==> src/rtl/dms_pkg.sv <==
// ----------------------------------------------------------------------------
// dms_pkg: shared definitions for the DNA motif scanner
// Widths, register indexes, cell status type and set-mask helpers.
// ----------------------------------------------------------------------------
package dms_pkg;

	localparam int MAX_MOTIF      = 16;
	localparam int COUNT_BITS     = 32;
	localparam int MOTIF_SLOTS    = 16;
	localparam int SET_BITS       = 4;
	localparam int PATTERN_BITS   = MOTIF_SLOTS * SET_BITS;
	localparam int FIELD_LEN_BITS = 5;
	localparam int OUT_BITS       = 32;
	localparam int CFG_INDEX_BITS = 2;
	localparam int LEN_BITS       = ($clog2(MAX_MOTIF + 1) > FIELD_LEN_BITS) ?
		$clog2(MAX_MOTIF + 1) : FIELD_LEN_BITS;
	localparam int GRP_SIZE       = 4;
	localparam int NGRP           = (MAX_MOTIF + GRP_SIZE - 1) / GRP_SIZE;
	localparam int GRP_BITS       = 3;
	localparam int LENGTH_RESET   = 16;

	typedef logic [SET_BITS-1:0]       base_t;
	typedef logic [COUNT_BITS-1:0]     count_t;
	typedef logic [LEN_BITS-1:0]       len_t;
	typedef logic [PATTERN_BITS-1:0]   pattern_t;
	typedef logic [OUT_BITS-1:0]       out_cnt_t;
	typedef logic [GRP_BITS-1:0]       grp_cnt_t;

	typedef enum logic [CFG_INDEX_BITS-1:0] {
		REG_MOTIF_PATTERN  = 2'd0,
		REG_MOTIF_LENGTH   = 2'd1,
		REG_MISMATCH_LIMIT = 2'd2
	} cfg_reg_t;

	typedef struct packed {
		logic fwd;
		logic rev;
	} cell_mis_t;

	function automatic base_t complement_set(input base_t m);
		return {m[0], m[1], m[2], m[3]};
	endfunction

	function automatic base_t motif_at(input pattern_t pattern, input len_t pos);
		base_t r;
		r = '0;
		if (pos < len_t'(MOTIF_SLOTS)) begin
			r = pattern[{pos[3:0], 2'b00} +: SET_BITS];
		end
		return r;
	endfunction

	function automatic out_cnt_t clamp_out(input count_t v);
		logic [COUNT_BITS+OUT_BITS-1:0] ext;
		out_cnt_t r;
		ext = {{OUT_BITS{1'b0}}, v};
		if (ext > {{COUNT_BITS{1'b0}}, {OUT_BITS{1'b1}}}) begin
			r = '1;
		end else begin
			r = ext[OUT_BITS-1:0];
		end
		return r;
	endfunction

endpackage

==> src/rtl/dms_cell.sv <==
// ----------------------------------------------------------------------------
// dms_cell: one window position
// Holds one base, passes it to the next cell on a shift, and flags a
// mismatch against the forward and reverse-complement motif sets.
// ----------------------------------------------------------------------------
module dms_cell (
	input  logic              clk,
	input  logic              arst_n,
	input  logic              shift_en,
	input  dms_pkg::base_t    base_in,
	input  dms_pkg::base_t    fwd_set,
	input  dms_pkg::base_t    rev_motif,
	input  logic              in_use,
	output dms_pkg::base_t    base_out,
	output dms_pkg::cell_mis_t mis
);

	dms_pkg::base_t base_q;
	dms_pkg::base_t rev_set;

	always_ff @(posedge clk or negedge arst_n) begin
		if (!arst_n) begin
			base_q <= '0;
		end else if (shift_en) begin
			base_q <= base_in;
		end
	end

	assign rev_set  = dms_pkg::complement_set(rev_motif);
	assign base_out = base_q;
	assign mis.fwd  = in_use && ((base_q & fwd_set) == '0);
	assign mis.rev  = in_use && ((base_q & rev_set) == '0);

endmodule

==> src/rtl/dna_motif_scan_with_mismatches.sv <==
// ----------------------------------------------------------------------------
// dna_motif_scan_with_mismatches: approximate motif scan on both strands
// Streams IUPAC base masks through a chain of window cells and reports,
// per base, forward and reverse-complement hits with running counts.
// ----------------------------------------------------------------------------
// One result per base, one base per cycle sustained while out_stall stays low.
// The result passes through four register stages: cell shift, per-group
// mismatch counts, mismatch sum and limit compare, hit tally into the
// output register. The
// window is a row of MAX_MOTIF cells shifting on every accepted base; each
// pipeline stage moves on whenever the stage after it is empty or moving, so
// the input keeps flowing while a result waits on out_stall until all four
// stages are occupied. Configuration writes are always ready and take effect
// from the next base; write them only while no base is in flight.
module dna_motif_scan_with_mismatches (
	input  logic                                 clk,
	input  logic                                 arst_n,
	input  logic                                 cfg_valid,
	output logic                                 cfg_ready,
	input  logic [dms_pkg::CFG_INDEX_BITS-1:0]   cfg_index,
	input  logic [dms_pkg::PATTERN_BITS-1:0]     cfg_data,
	input  logic                                 in_valid,
	output logic                                 in_stall,
	input  logic [3:0]                           base_set,
	input  logic                                 sequence_start,
	output logic                                 out_valid,
	input  logic                                 out_stall,
	output logic                                 window_full,
	output logic                                 forward_hit,
	output logic                                 reverse_hit,
	output logic [31:0]                          start_position,
	output logic [31:0]                          total_hits
);

	localparam int M  = dms_pkg::MAX_MOTIF;
	localparam int NG = dms_pkg::NGRP;

	dms_pkg::pattern_t                  pattern_q;
	logic [dms_pkg::FIELD_LEN_BITS-1:0] length_q;
	logic [dms_pkg::FIELD_LEN_BITS-1:0] limit_q;

	dms_pkg::len_t  len_raw;
	dms_pkg::len_t  len_eff;
	dms_pkg::len_t  lim_ext;

	logic en1, en2, en3, en4, acc;
	logic v_s1, v_s2, v_s3, v_s4;
	logic start_s1, start_s2, start_s3;

	dms_pkg::count_t seen_q;
	dms_pkg::count_t seen_d;
	dms_pkg::count_t hit_q;
	dms_pkg::count_t hit_base, hit_1, hit_2;

	dms_pkg::base_t     win [M];
	dms_pkg::base_t     chain_in [M];
	dms_pkg::cell_mis_t mis [M];

	dms_pkg::grp_cnt_t fcnt_d [NG];
	dms_pkg::grp_cnt_t rcnt_d [NG];
	dms_pkg::grp_cnt_t fcnt_s2 [NG];
	dms_pkg::grp_cnt_t rcnt_s2 [NG];
	logic              full_d, full_s2, full_s3;
	dms_pkg::out_cnt_t pos_d, pos_s2, pos_s3;

	dms_pkg::len_t fsum, rsum;
	logic          fwd_s3, rev_s3;

	// configuration
	assign cfg_ready = 1'b1;

	always_ff @(posedge clk or negedge arst_n) begin
		if (!arst_n) begin
			pattern_q <= '0;
			length_q  <= dms_pkg::FIELD_LEN_BITS'(dms_pkg::LENGTH_RESET);
			limit_q   <= '0;
		end else if (cfg_valid && cfg_ready) begin
			case (cfg_index)
				dms_pkg::REG_MOTIF_PATTERN:  pattern_q <= cfg_data;
				dms_pkg::REG_MOTIF_LENGTH:   length_q  <= cfg_data[dms_pkg::FIELD_LEN_BITS-1:0];
				dms_pkg::REG_MISMATCH_LIMIT: limit_q   <= cfg_data[dms_pkg::FIELD_LEN_BITS-1:0];
				default: ;
			endcase
		end
	end

	always_comb begin
		len_raw = dms_pkg::len_t'(length_q);
		if (len_raw == '0) begin
			len_eff = dms_pkg::len_t'(1);
		end else if (len_raw > dms_pkg::len_t'(M)) begin
			len_eff = dms_pkg::len_t'(M);
		end else begin
			len_eff = len_raw;
		end
	end

	assign lim_ext = dms_pkg::len_t'(limit_q);

	// stage flow control
	assign en4      = !v_s4 || !out_stall;
	assign en3      = !v_s3 || en4;
	assign en2      = !v_s2 || en3;
	assign en1      = !v_s1 || en2;
	assign in_stall = !en1;
	assign acc      = in_valid && en1;

	// stage 1: cell chain and base count
	for (genvar k = 0; k < M; k++) begin : g_cell
		localparam dms_pkg::len_t K = dms_pkg::len_t'(k);
		if (k == 0) begin : g_head
			assign chain_in[k] = base_set;
		end else begin : g_body
			assign chain_in[k] = sequence_start ? '0 : win[k-1];
		end
		dms_cell u_cell (
			.clk       (clk),
			.arst_n    (arst_n),
			.shift_en  (acc),
			.base_in   (chain_in[k]),
			.fwd_set   (dms_pkg::motif_at(pattern_q, len_eff - K - dms_pkg::len_t'(1))),
			.rev_motif (dms_pkg::motif_at(pattern_q, K)),
			.in_use    (K < len_eff),
			.base_out  (win[k]),
			.mis       (mis[k])
		);
	end

	always_comb begin
		if (sequence_start) begin
			seen_d = dms_pkg::count_t'(1);
		end else if (seen_q == '1) begin
			seen_d = seen_q;
		end else begin
			seen_d = seen_q + dms_pkg::count_t'(1);
		end
	end

	always_ff @(posedge clk or negedge arst_n) begin
		if (!arst_n) begin
			seen_q <= '0;
			v_s1   <= 1'b0;
		end else if (en1) begin
			v_s1 <= in_valid;
			if (acc) begin
				seen_q <= seen_d;
			end
		end
	end

	always_ff @(posedge clk) begin
		if (acc) begin
			start_s1 <= sequence_start;
		end
	end

	// stage 2: group mismatch counts, window position
	always_comb begin
		for (int g = 0; g < NG; g++) begin
			fcnt_d[g] = '0;
			rcnt_d[g] = '0;
			for (int j = 0; j < dms_pkg::GRP_SIZE; j++) begin
				if (g * dms_pkg::GRP_SIZE + j < M) begin
					fcnt_d[g] = fcnt_d[g] +
						dms_pkg::grp_cnt_t'(mis[g * dms_pkg::GRP_SIZE + j].fwd);
					rcnt_d[g] = rcnt_d[g] +
						dms_pkg::grp_cnt_t'(mis[g * dms_pkg::GRP_SIZE + j].rev);
				end
			end
		end
		full_d = seen_q >= dms_pkg::count_t'(len_eff);
		pos_d  = full_d ? dms_pkg::clamp_out(seen_q - dms_pkg::count_t'(len_eff)) : '0;
	end

	always_ff @(posedge clk or negedge arst_n) begin
		if (!arst_n) begin
			v_s2 <= 1'b0;
		end else if (en2) begin
			v_s2 <= v_s1;
		end
	end

	always_ff @(posedge clk) begin
		if (en2 && v_s1) begin
			fcnt_s2  <= fcnt_d;
			rcnt_s2  <= rcnt_d;
			full_s2  <= full_d;
			pos_s2   <= pos_d;
			start_s2 <= start_s1;
		end
	end

	// stage 3: mismatch sums against the limit
	always_comb begin
		fsum = '0;
		rsum = '0;
		for (int g = 0; g < NG; g++) begin
			fsum = fsum + dms_pkg::len_t'(fcnt_s2[g]);
			rsum = rsum + dms_pkg::len_t'(rcnt_s2[g]);
		end
	end

	always_ff @(posedge clk or negedge arst_n) begin
		if (!arst_n) begin
			v_s3 <= 1'b0;
		end else if (en3) begin
			v_s3 <= v_s2;
		end
	end

	always_ff @(posedge clk) begin
		if (en3 && v_s2) begin
			full_s3  <= full_s2;
			fwd_s3   <= full_s2 && (fsum <= lim_ext);
			rev_s3   <= full_s2 && (rsum <= lim_ext);
			pos_s3   <= pos_s2;
			start_s3 <= start_s2;
		end
	end

	// stage 4: hit tally and output register
	always_comb begin
		hit_base = start_s3 ? '0 : hit_q;
		hit_1    = (fwd_s3 && hit_base != '1) ? hit_base + dms_pkg::count_t'(1) : hit_base;
		hit_2    = (rev_s3 && hit_1 != '1) ? hit_1 + dms_pkg::count_t'(1) : hit_1;
	end

	always_ff @(posedge clk or negedge arst_n) begin
		if (!arst_n) begin
			v_s4  <= 1'b0;
			hit_q <= '0;
		end else if (en4) begin
			v_s4 <= v_s3;
			if (v_s3) begin
				hit_q <= hit_2;
			end
		end
	end

	always_ff @(posedge clk) begin
		if (en4 && v_s3) begin
			window_full    <= full_s3;
			forward_hit    <= fwd_s3;
			reverse_hit    <= rev_s3;
			start_position <= pos_s3;
			total_hits     <= dms_pkg::clamp_out(hit_2);
		end
	end

	assign out_valid = v_s4;

`ifndef SYNTHESIS
	a_no_stall_when_empty: assert property (@(posedge clk) disable iff (!arst_n)
		!v_s1 |-> !in_stall)
		else $error("input stalled with stage 1 empty");

	a_seen_nonzero: assert property (@(posedge clk) disable iff (!arst_n)
		(in_valid && !in_stall) |=> (seen_q != '0))
		else $error("base count zero after accepted transaction");

	a_hit_needs_full: assert property (@(posedge clk) disable iff (!arst_n)
		(out_valid && (forward_hit || reverse_hit)) |-> window_full)
		else $error("hit reported on a partial window");

	a_partial_pos_zero: assert property (@(posedge clk) disable iff (!arst_n)
		(out_valid && !window_full) |-> (start_position == '0))
		else $error("nonzero start position on a partial window");
`endif

endmodule

==> config.mk <==
export PLATFORM = sky130hd
export DESIGN_NAME = dna_motif_scan_with_mismatches
export DESIGN_NICKNAME = d
export VERILOG_FILES = /design/src/rtl/dms_pkg.sv /design/src/rtl/dms_cell.sv /design/src/rtl/dna_motif_scan_with_mismatches.sv
export SDC_FILE = /design/constraint.sdc
export NUM_CORES = 1
export LEC_CHECK = 0
export BUFFER_PORTS_ARGS = -buffer_cell sky130_fd_sc_hd__buf_2
export CAP_MARGIN = 15
export CORE_ASPECT_RATIO = 1.1
export CORE_MARGIN = 10
export CORE_UTILIZATION = 62
export DETAILED_ROUTE_END_ITERATION = 8
export GPL_TIMING_DRIVEN = 0
export PLACE_DENSITY = 0.9
export SLEW_MARGIN = 20
export SYNTH_ARGS = -nofsm -noshare
export SYNTH_HDL_FRONTEND = slang
export SYNTH_SLANG_ARGS = --single-unit
==> constraint.sdc <==
create_clock -name clk -period 5.65 [get_ports clk]
set_input_delay 1.695 -clock clk [delete_from_list [all_inputs] [get_ports clk]]
set_output_delay 1.695 -clock clk [all_outputs]
set_load 0.05 [all_outputs]
; ---- Word level (Yosys, flattened, before mapping)
; Cells that the tools add are included.
[word_totals]
inputBits = 76
register_bits = 368
elab_cells = 328
[classes]
n_bitwise = 32
n_addsub = 64
mux = 38
shifts = 16
eq_ne = 6
n_lt_le_gt_ge = 36
n_reduce_logical = 89
[ops]
columns = op, n
row1 = indexed part select 64 x 7 -> 4 bit, 16
row2 = two-way mux 32 bit, 5
row3 = bitwise AND 4 bit, 32
row4 = logical NOT 4 bit, 32
row5 = two-way mux 4 bit, 31
row6 = adder 32 x 1 -> 32 bit (second input constant), 3
row7 = < comparator 5 bit (second input constant), 16
row8 = subtractor 5 x 1 -> 5 bit (second input constant), 16
row9 = inequality test 32 bit (second input constant), 2
row10 = logical AND 1 bit, 40
row11 = < comparator 4 x 5 -> 1 bit (first input constant), 8
row12 = subtractor 5 x 4 -> 5 bit (second input constant), 8
row13 = equality test 32 bit (second input constant), 1
row14 = >= comparator 32 x 5 -> 1 bit, 1
row15 = subtractor 32 x 5 -> 32 bit, 1
row16 = adder 2 x 1 -> 3 bit, 8
row17 = adder 3 x 1 -> 3 bit, 8
row18 = < comparator 3 x 5 -> 1 bit (first input constant), 4
row19 = subtractor 5 x 3 -> 5 bit (second input constant), 4
row20 = adder 1 x 1 -> 2 bit, 8
row21 = adder 4 x 3 -> 5 bit, 2
row22 = adder 5 x 3 -> 5 bit, 2
row23 = <= comparator 5 bit, 2
row24 = < comparator 1 x 5 -> 1 bit (first input constant), 2
row25 = other kinds (14), 29

; ---- Depth between registers and ports, before layout
; Gate-level depths: netlist (run 1).
[logic_depth]
ltp_word = 13
depth_mapped = 18
mapped_depth_nobuf = 15

; ---- By module
; A second synthesis (run 1) with hierarchy kept.
[unflattened]
cells_unflattened = 2007
hier_area_um2 = 21765.9
[by_module_without_submodules]
columns = module, seq_area_each_um2, cells_per_inst, instances, area_each_um2
row1 = dna_motif_scan_with_mismatches, 8419.3, 1783, 1, 18803.0
row2 = dms_cell, 100.1, 14, 16, 185.2

; ---- Worst setup path before layout (run 1)
; OpenSTA, ideal clock, no wires.
[synth_timing]
path_type = reg-to-reg
startpoint = reg length_q (netlist bit len_raw[4])
endpoint = reg fcnt_s2[10] (netlist bit), data pin
period_less_slack_ps = 4967
setup_slack_ps = 683
path_buffers = 3
path_stages_with_launch = 17
setup_ps = 261
arrival_ps = 4706
cell_sequence = dfstp_2 -> buf_2 -> inv_2 -> nand2_1 -> clkbuf_1 -> ha_1 -> xnor2_1 -> clkbuf_1 -> mux2i_1 -> mux2i_1 -> a22oi_1 -> nand2_1 -> a32o_1 -> fa_1 -> inv_1 -> ha_1 -> ha_1
[synth_lines]
columns = element, line
row1 = "start, declared", dna_motif_scan_with_mismatches.sv:39  ; logic [dms_pkg::FIELD_LEN_BITS-1:0] length_q;
row2 = "start signal, assigned", dna_motif_scan_with_mismatches.sv:75  ; length_q <= dms_pkg::FIELD_LEN_BITS'(dms_pkg::LENGTH_RESET);
row3 = "start signal, assigned", dna_motif_scan_with_mismatches.sv:80  ; dms_pkg::REG_MOTIF_LENGTH: length_q <= cfg_data[dms_pkg::FIELD_LEN_BITS-1:0];
row4 = "end signal, assigned", dna_motif_scan_with_mismatches.sv:185  ; fcnt_s2 <= fcnt_d;
row5 = "end, declared", dna_motif_scan_with_mismatches.sv:61  ; dms_pkg::grp_cnt_t fcnt_s2 [NG];

==> reports/qor.csv, run 1 <==
metric,value,unit
crit_chain,buf_2 -> inv_2 -> o21ai_1 -> buf_2 -> clkbuf_2 -> ha_1 -> xnor2_2 -> clkbuf_2 -> mux2i_1 -> mux2i_1 -> a22oi_1 -> nand2_1 -> a32o_1 -> fa_1 -> inv_1 -> ha_1 -> ha_1,
number_of_endpoints_with_negative_hold_slack_in_the_final_report,0,
post_synth_num_cell_types,93,
first_pass_detailed_route_iteration_total,6,
die_w,197,µm
end_kind,register,
setup_slack_of_the_critical_path_after_layout,0.130,ns
max_fclk,181,MHz
cpMostUsedCell,sky130_fd_sc_hd__ha_1,
drc_errors_left,0,
min-delay-start,pos_s2[7]$_SDFFCE_PN0P_,
grt_first_pass_wirelength,107000,µm
p_per_area,473,nW/µm²
worst_slack_after_detailed_placement,-0.729,ns
timing.critical_path.fanout_max,10,
pin_count,146,
numClockSinks,368,
filler_cell_count,2325,
clkLatencyLatePin,0.57,ns
worst-slew-pin-transition,1.02,ns
number_of_synthesized_flops_with_an_enable_pin,162,
tritoncts,done,
cts-htree-levels,2,
timing.rr.start,len_raw[4]$_DFFE_PN1P_,
synth-seq-cells,368,
cap_viol_max_count,0,
floorplan.initialDensity,0.627,
synth_fa_ha_area_frac,0.0534,
num_rows,71,
yosys-mux-area-fraction,0.164,
ant_nets,0,
crit_path_top_delay_cell,sky130_fd_sc_hd__fa_1,
cp-start-kind,register,
globalRoute.totalOverflow,0,
run_status,finished clean,
power.static_leakage,10.8,nW
dp_hpwl,53300,µm
synthXorXnorAreaFrac,0.0387,
ys_warn_count,0,
cts_buffers,39,
holdCritPathClass,register to register,
wl,71300,µm
synthesis.instances,1964,
fin_area,24300,µm²
die_area,42400,µm²
worst_path_largest_cell_delay,0.53,ns
crit_required,5.96,ns
antennaDiodeCount,0,
dpl_cell_area,22800,µm²
unrepaired_setup_endpoints_after_global_routing,no,
synth-seq-area-share,0.467,
cts-root-to-sink-buffers,3,
synth_top_family_by_area,multiplexers,
wl_per_cell,27.1,µm
grt_start_max_net_pins,101,
crit_type,register to register,
final_min_period,5.52,ns
port_buffers,144,
grt_use_total,0.331,
setup_viol_count_final,0,
syn_avg_cell_area,10.9,µm²
timing.critical_path.buf_inv,6,
worst_path_dominant_cell_family,buffers and inverters,
drt-vias-per-instance,6.61,
slew_viol_final,0,
gp_routability_congestion,1.07,
slew-limit-headroom,0.314,
synth_compound_area_frac,0.0913,
grt_pass1_vias,17600,
initialDrtViolationCount,1860,
dr_total_vias,17400,
design.final.nets,2318,
asyncSetResetFlopFracSynth,0.560,
ir_worst_vdd,0.000347,V
layout_cells_sized_above_1,0.196,
fp.dieH,215,µm
antenna_found_initial,1,
fin_skew,0.0312,ns
synth_nets,2119,
syn2layout_area_growth,13.4,%
yosys.area_share.simple,0.157,
cp_data_arrival_time,5.83,ns
clk_transition_reported_paths,0.07,ns
design.core.area,34200,µm²
post-route-period-util,0.977,
cts-root-buf,sky130_fd_sc_hd__clkbuf_16,
synth_ff_type,sky130_fd_sc_hd__dfrtp_1,
synth.cell_area,21400,µm²
crit_path_start,len_raw[4]$_DFFE_PN1P_,
[logic make-up after synthesis]
logic type | count (synthesis)
compound gates | 291
xor+xnor | 94
fa+ha+maj | 79
buf+inv | 150
flops | 368
mux | 327
other cells | 1
simple gates | 654
[synth_stat cells (11+ instances only)]
master | n | area share
sky130_fd_sc_hd__xor2_1 | 40 | 0.016
sky130_fd_sc_hd__nor3_1 | 27 | 0.0063
sky130_fd_sc_hd__mux2_2 | 103 | 0.054
sky130_fd_sc_hd__nand4_1 | 32 | 0.0093
sky130_fd_sc_hd__edfxtp_1 | 162 | 0.23
sky130_fd_sc_hd__a21oi_1 | 36 | 0.0084
sky130_fd_sc_hd__buf_1 | 11 | 0.0019
sky130_fd_sc_hd__inv_1 | 50 | 0.0088
sky130_fd_sc_hd__clkbuf_1 | 67 | 0.012
sky130_fd_sc_hd__a31oi_1 | 14 | 0.0041
sky130_fd_sc_hd__nand2_1 | 272 | 0.048
sky130_fd_sc_hd__nand3_1 | 39 | 0.0091
sky130_fd_sc_hd__o21ai_0 | 106 | 0.025
sky130_fd_sc_hd__nand2b_1 | 22 | 0.0064
sky130_fd_sc_hd__xnor2_1 | 53 | 0.022
sky130_fd_sc_hd__mux2i_1 | 215 | 0.10
sky130_fd_sc_hd__dfrtp_1 | 205 | 0.24
sky130_fd_sc_hd__nor2_1 | 94 | 0.016
sky130_fd_sc_hd__or3_1 | 17 | 0.0050
sky130_fd_sc_hd__a22oi_1 | 32 | 0.011
sky130_fd_sc_hd__nor2b_1 | 25 | 0.0073
sky130_fd_sc_hd__ha_1 | 58 | 0.034
sky130_fd_sc_hd__and3_1 | 33 | 0.0096
sky130_fd_sc_hd__fa_1 | 21 | 0.020
[placed cells by master (no fill, tap or decap), types with 50 or more instances in the layout]
cell | synthesis | routed
sky130_fd_sc_hd__mux2i_1 | 215 | 213
sky130_fd_sc_hd__buf_2 | 8 | 153
sky130_fd_sc_hd__inv_1 | 50 | 50
sky130_fd_sc_hd__edfxtp_1 | 162 | 162
sky130_fd_sc_hd__o21ai_0 | 106 | 106
sky130_fd_sc_hd__ha_1 | 58 | 58
sky130_fd_sc_hd__nor2_1 | 94 | 94
sky130_fd_sc_hd__nand2_1 | 272 | 271
sky130_fd_sc_hd__dfrtp_1 | 205 | 205
sky130_fd_sc_hd__mux2_2 | 103 | 103
sky130_fd_sc_hd__xnor2_1 | 53 | 50
sky130_fd_sc_hd__clkbuf_1 | 67 | 66
[report_power, final]
part           switching [W]  internal (W)  total [W]  leakage, nW
clock                0.00110       0.00151    0.00261        0.642
combinational        0.00314       0.00189    0.00503         5.86
sequential          0.000364       0.00349    0.00386         4.29
[registers in the layout, summed over array words and instances, names as in the netlist, 5 cells and up]
register,count
len_raw,5
pattern_q,64
hit_q,32
pos_s2,32
g_cell.u_cell.base_out,64
total_hits,32
fcnt_s2,12
rcnt_s2,12
seen_q,32
start_position,32
pos_s3,32
lim_ext,5
[path summary, 6_finish.rpt]
path	end	slack, ns	cells past startpoint
max in group asynchronous	g_cell[3].u_cell.base_out[3]$_DFFE_PN0P_	3.95	2
min in group asynchronous	pattern_q[32]$_DFFE_PN0P_	0.95	1
worst max-delay path	fcnt_s2[10]$_DFFE_PP_	0.13	17
worst min-delay path	pos_s3[7]$_DFFE_PP_	0.41	0
worst min register to register	pos_s3[7]$_DFFE_PP_	0.41	0
worst max register to register	fcnt_s2[10]$_DFFE_PP_	0.13	17
[per-stage QoR]
stage / power, W / hold slack (ns) / cells / setup TNS, ns / util
CTS: 0.0114 / 0.411 / 2618 / -0.0233 / 0.707
floorplan: 0.00710 / 0.400 / 1964 / 0 / -
global route: 0.0121 / 0.423 / 2628 / 0 / 0.711
finish: 0.0115 / 0.412 / 2628 / 0 / 0.711
global placement: 0.00840 / 0.401 / 2546 / -115.21 / 0.664
detailed placement: 0.00870 / 0.405 / 2550 / -8.13 / 0.668
[worst reg2reg max path: cells and delay by family, from the launching register on]
family	cells	cell delay, ns
compound gates	3	0.69
flops	1	0.52
fa+ha+maj	4	1.31
buf+inv	6	1.76
xor+xnor	1	0.31
mux	2	0.60
simple gates	1	0.09
[layer usage]
metal | global-route usage | vias up | share of wire
met5 | 0 | - | 0.00013
met4 | 0.223 | 2 | 0.076
met3 | 0.0595 | 290 | 0.076
met2 | 0.557 | 1042 | 0.49
met1 | 0.379 | 8504 | 0.36
li1 | - | 7546 | -
[cell type report]
cell class                      instances  area [µm²]  share of cell area
Sequential cell                       368       10000               0.412
Inverter                               56         210             0.00864
Buffer                                 94         434              0.0179
Tap cell                              438         548              0.0225
Clock inverter                         11         166             0.00684
Timing Repair Buffer                  158         908              0.0374
Clock buffer                           57        1140              0.0468
Multi-Input combinational cell       1446       10900               0.448
[repair_timing]
action	CTS	global route
pin swaps	0	6
setup buffers	0	10
endpoints found under the setup margin	44	58
hold buffers	0	0
resized for setup	12	29
(Power assumes the default switching activity.)
==> run 2: changes to the inputs <==
--- a/config.mk
+++ b/config.mk
@@ -8,7 +8,7 @@
 export BUFFER_PORTS_ARGS = -buffer_cell sky130_fd_sc_hd__buf_2
 export CAP_MARGIN = 15
 export CORE_ASPECT_RATIO = 1.1
-export CORE_MARGIN = 10
+export CORE_MARGIN = 5
 export CORE_UTILIZATION = 62
 export DETAILED_ROUTE_END_ITERATION = 8
 export GPL_TIMING_DRIVEN = 0
==> reports/qor.csv, run 2 (synthesized netlist as in run 1, its figures left out) <==
metric,value,unit
final_min_period,5.53,ns
p_per_area,460,nW/µm²
crit_path_top_delay_cell,sky130_fd_sc_hd__fa_1,
end_kind,register,
setup_viol_count_final,0,
slew_viol_final,0,
violations,design-rule violations,
initialDrtViolationCount,1654,
combinationalPowerShare,0.432,
wl,65600,µm
first_pass_detailed_route_iteration_total,8,
crit_type,register to register,
die_w,187,µm
min_path_cells,0,
netSwitchingPower,0.00437,W
cts-htree-levels,2,
run_status,"complete, but fails checks",
fp.dieH,205,µm
tritoncts,done,
ctsHoldBuffers,0,
fin_skew,0.0253,ns
numClockSinks,368,
rr_worst_depth,17,
crit_path_start,len_raw[4]$_DFFE_PN1P_,
holdCritPathClass,register to register,
internal_power,0.00674,W
antenna_found_initial,0,
cts_buffers,38,
timing.critical_path.buf_inv,6,
crit_chain,buf_2 -> inv_2 -> o21ai_1 -> buf_2 -> clkbuf_2 -> ha_1 -> xnor2_2 -> clkbuf_4 -> mux2i_1 -> mux2i_1 -> a22oi_1 -> nand2_1 -> a32o_1 -> fa_1 -> inv_1 -> ha_1 -> ha_1,
cap_viol_max_count,0,
ir_worst_vdd,0.000311,V
unrepaired_setup_endpoints_after_global_routing,no,
cp-start-kind,register,
syn2layout_area_growth,12.6,%
num_rows,71,
layout_cells_sized_above_1,0.190,
grt_first_pass_wirelength,100000,µm
min-delay-start,pos_s3[0]$_DFFE_PP_,
swShare,0.393,
max_fclk,181,MHz
gp_routability_congestion,1.08,
dp_hpwl,49500,µm
cts-root-buf,sky130_fd_sc_hd__clkbuf_16,
clk_transition_reported_paths,0.06,ns
antennaDiodeCount,0,
dr_total_vias,17100,
post-route-period-util,0.978,
cpMostUsedCell,sky130_fd_sc_hd__ha_1,
timing.rr.start,len_raw[4]$_DFFE_PN1P_,
worst-slew-pin-transition,1.07,ns
pwr-share-seq,0.345,
pin_count,146,
number_of_endpoints_with_negative_hold_slack_in_the_final_report,0,
cp_data_arrival_time,5.85,ns
die_area,38400,µm²
fin_util,0.706,
worst_path_dominant_cell_family,buffers and inverters,
slew-limit-headroom,0.269,
setup_slack_of_the_critical_path_after_layout,0.124,ns
share_clk_of_total_power,0.223,
globalRoute.totalOverflow,0,
worst_path_largest_cell_delay,0.53,ns
grt_start_max_net_pins,105,
design.core.area,34200,µm²
floorplan.initialDensity,0.627,
grt_pass1_vias,17200,
ant_nets,0,
grt_use_total,0.338,
drc_errors_left,1,
most_used_cells_in_the_layout_excluding_fill_and_tap_cells,"271 x sky130_fd_sc_hd__nand2_1, 214 x sky130_fd_sc_hd__mux2i_1, 205 x sky130_fd_sc_hd__dfrtp_1",
worst_slack_after_detailed_placement,-0.559,ns
design.final.nets,2311,
power.static_leakage,10.7,nW
timing.critical_path.depth,17,
drt-vias-per-instance,6.52,
port_buffers,144,
layout_commonest_cell,sky130_fd_sc_hd__nand2_1,
wl_per_cell,25.0,µm
cts-root-to-sink-buffers,3,
timing.critical_path.fanout_max,10,
clkLatencyLatePin,0.58,ns
crit_required,5.97,ns
run 2: changes by cell type in the layout (fill, tap and decap cells not counted), moves of 2 or more:
cell	change
sky130_fd_sc_hd__clkbuf_1	+5
sky130_fd_sc_hd__clkbuf_2	-3
sky130_fd_sc_hd__clkinv_2	+3
sky130_fd_sc_hd__inv_16	-2
sky130_fd_sc_hd__clkbuf_8	-5
sky130_fd_sc_hd__buf_4	-5
sky130_fd_sc_hd__clkinv_8	+2
run 2: final timing paths:
check                      slack [ns]                          end
max                              0.12        fcnt_s2[10]$_DFFE_PP_
max reg2reg                      0.12        fcnt_s2[10]$_DFFE_PP_
min in group asynchronous        0.94    pattern_q[52]$_DFFE_PN0P_
min reg2reg                      0.42  start_position[0]$_DFFE_PP_
min                              0.42  start_position[0]$_DFFE_PP_
max in group asynchronous        3.97       seen_q[30]$_DFFE_PN0P_
run 2: cell type report:
cell class | count | area, µm²
clock inverter | 14 | 171
sequential | 368 | 10000
inverter | 56 | 210
multi-input combinational | 1446 | 10900
fill | 2437 | 10000
timing repair buffer | 153 | 863
buffer | 93 | 434
tap | 438 | 548
clock buffer | 54 | 1050
run 2: routing by layer:
layer | track usage | vias to the layer above | routed length, µm
met5 | 0 | - | 0
met4 | 0.201 | 0 | 4880
met3 | 0.0608 | 279 | 4930
met2 | 0.573 | 978 | 31500
met1 | 0.408 | 8283 | 24300
li1 | - | 7544 | -
run 2: metrics by stage:
stage	power [W]	instances	setup TNS, ns	area, µm²	hold slack, ns
3_3_place_gp	0.00832	2546	-94.98	22700	0.400
4_1_cts	0.0110	2617	0	24100	0.415
6_report	0.0111	2622	0	24200	0.416
5_1_grt	0.0117	2622	0	24200	0.421
2_1_floorplan	0.00710	1964	0	21400	0.400
3_5_place_dp	0.00854	2550	-10.77	22800	0.405
run 2: timing repair:
| item | 4_1_cts | 5_1_grt |
|---|---|---|
| hold endpoints to repair | 0 | 0 |
| setup endpoints to repair | 44 | 52 |
| pin swaps | 0 | 2 |
| gates resized for setup | 12 | 16 |
| setup buffers | 0 | 5 |
run 2: power groups by stage:
| stage | Sequential (W) | Combinational [W] | Clock [W] |
|---|---|---|---|
| after floorplan | 0.00402 | 0.00308 | 0 |
| after global placement | 0.00385 | 0.00447 | 0 |
| after detailed placement | 0.00388 | 0.00467 | 0 |
| after CTS | 0.00383 | 0.00472 | 0.00250 |
| after global routing | 0.00388 | 0.00520 | 0.00262 |
| final | 0.00383 | 0.00481 | 0.00247 |
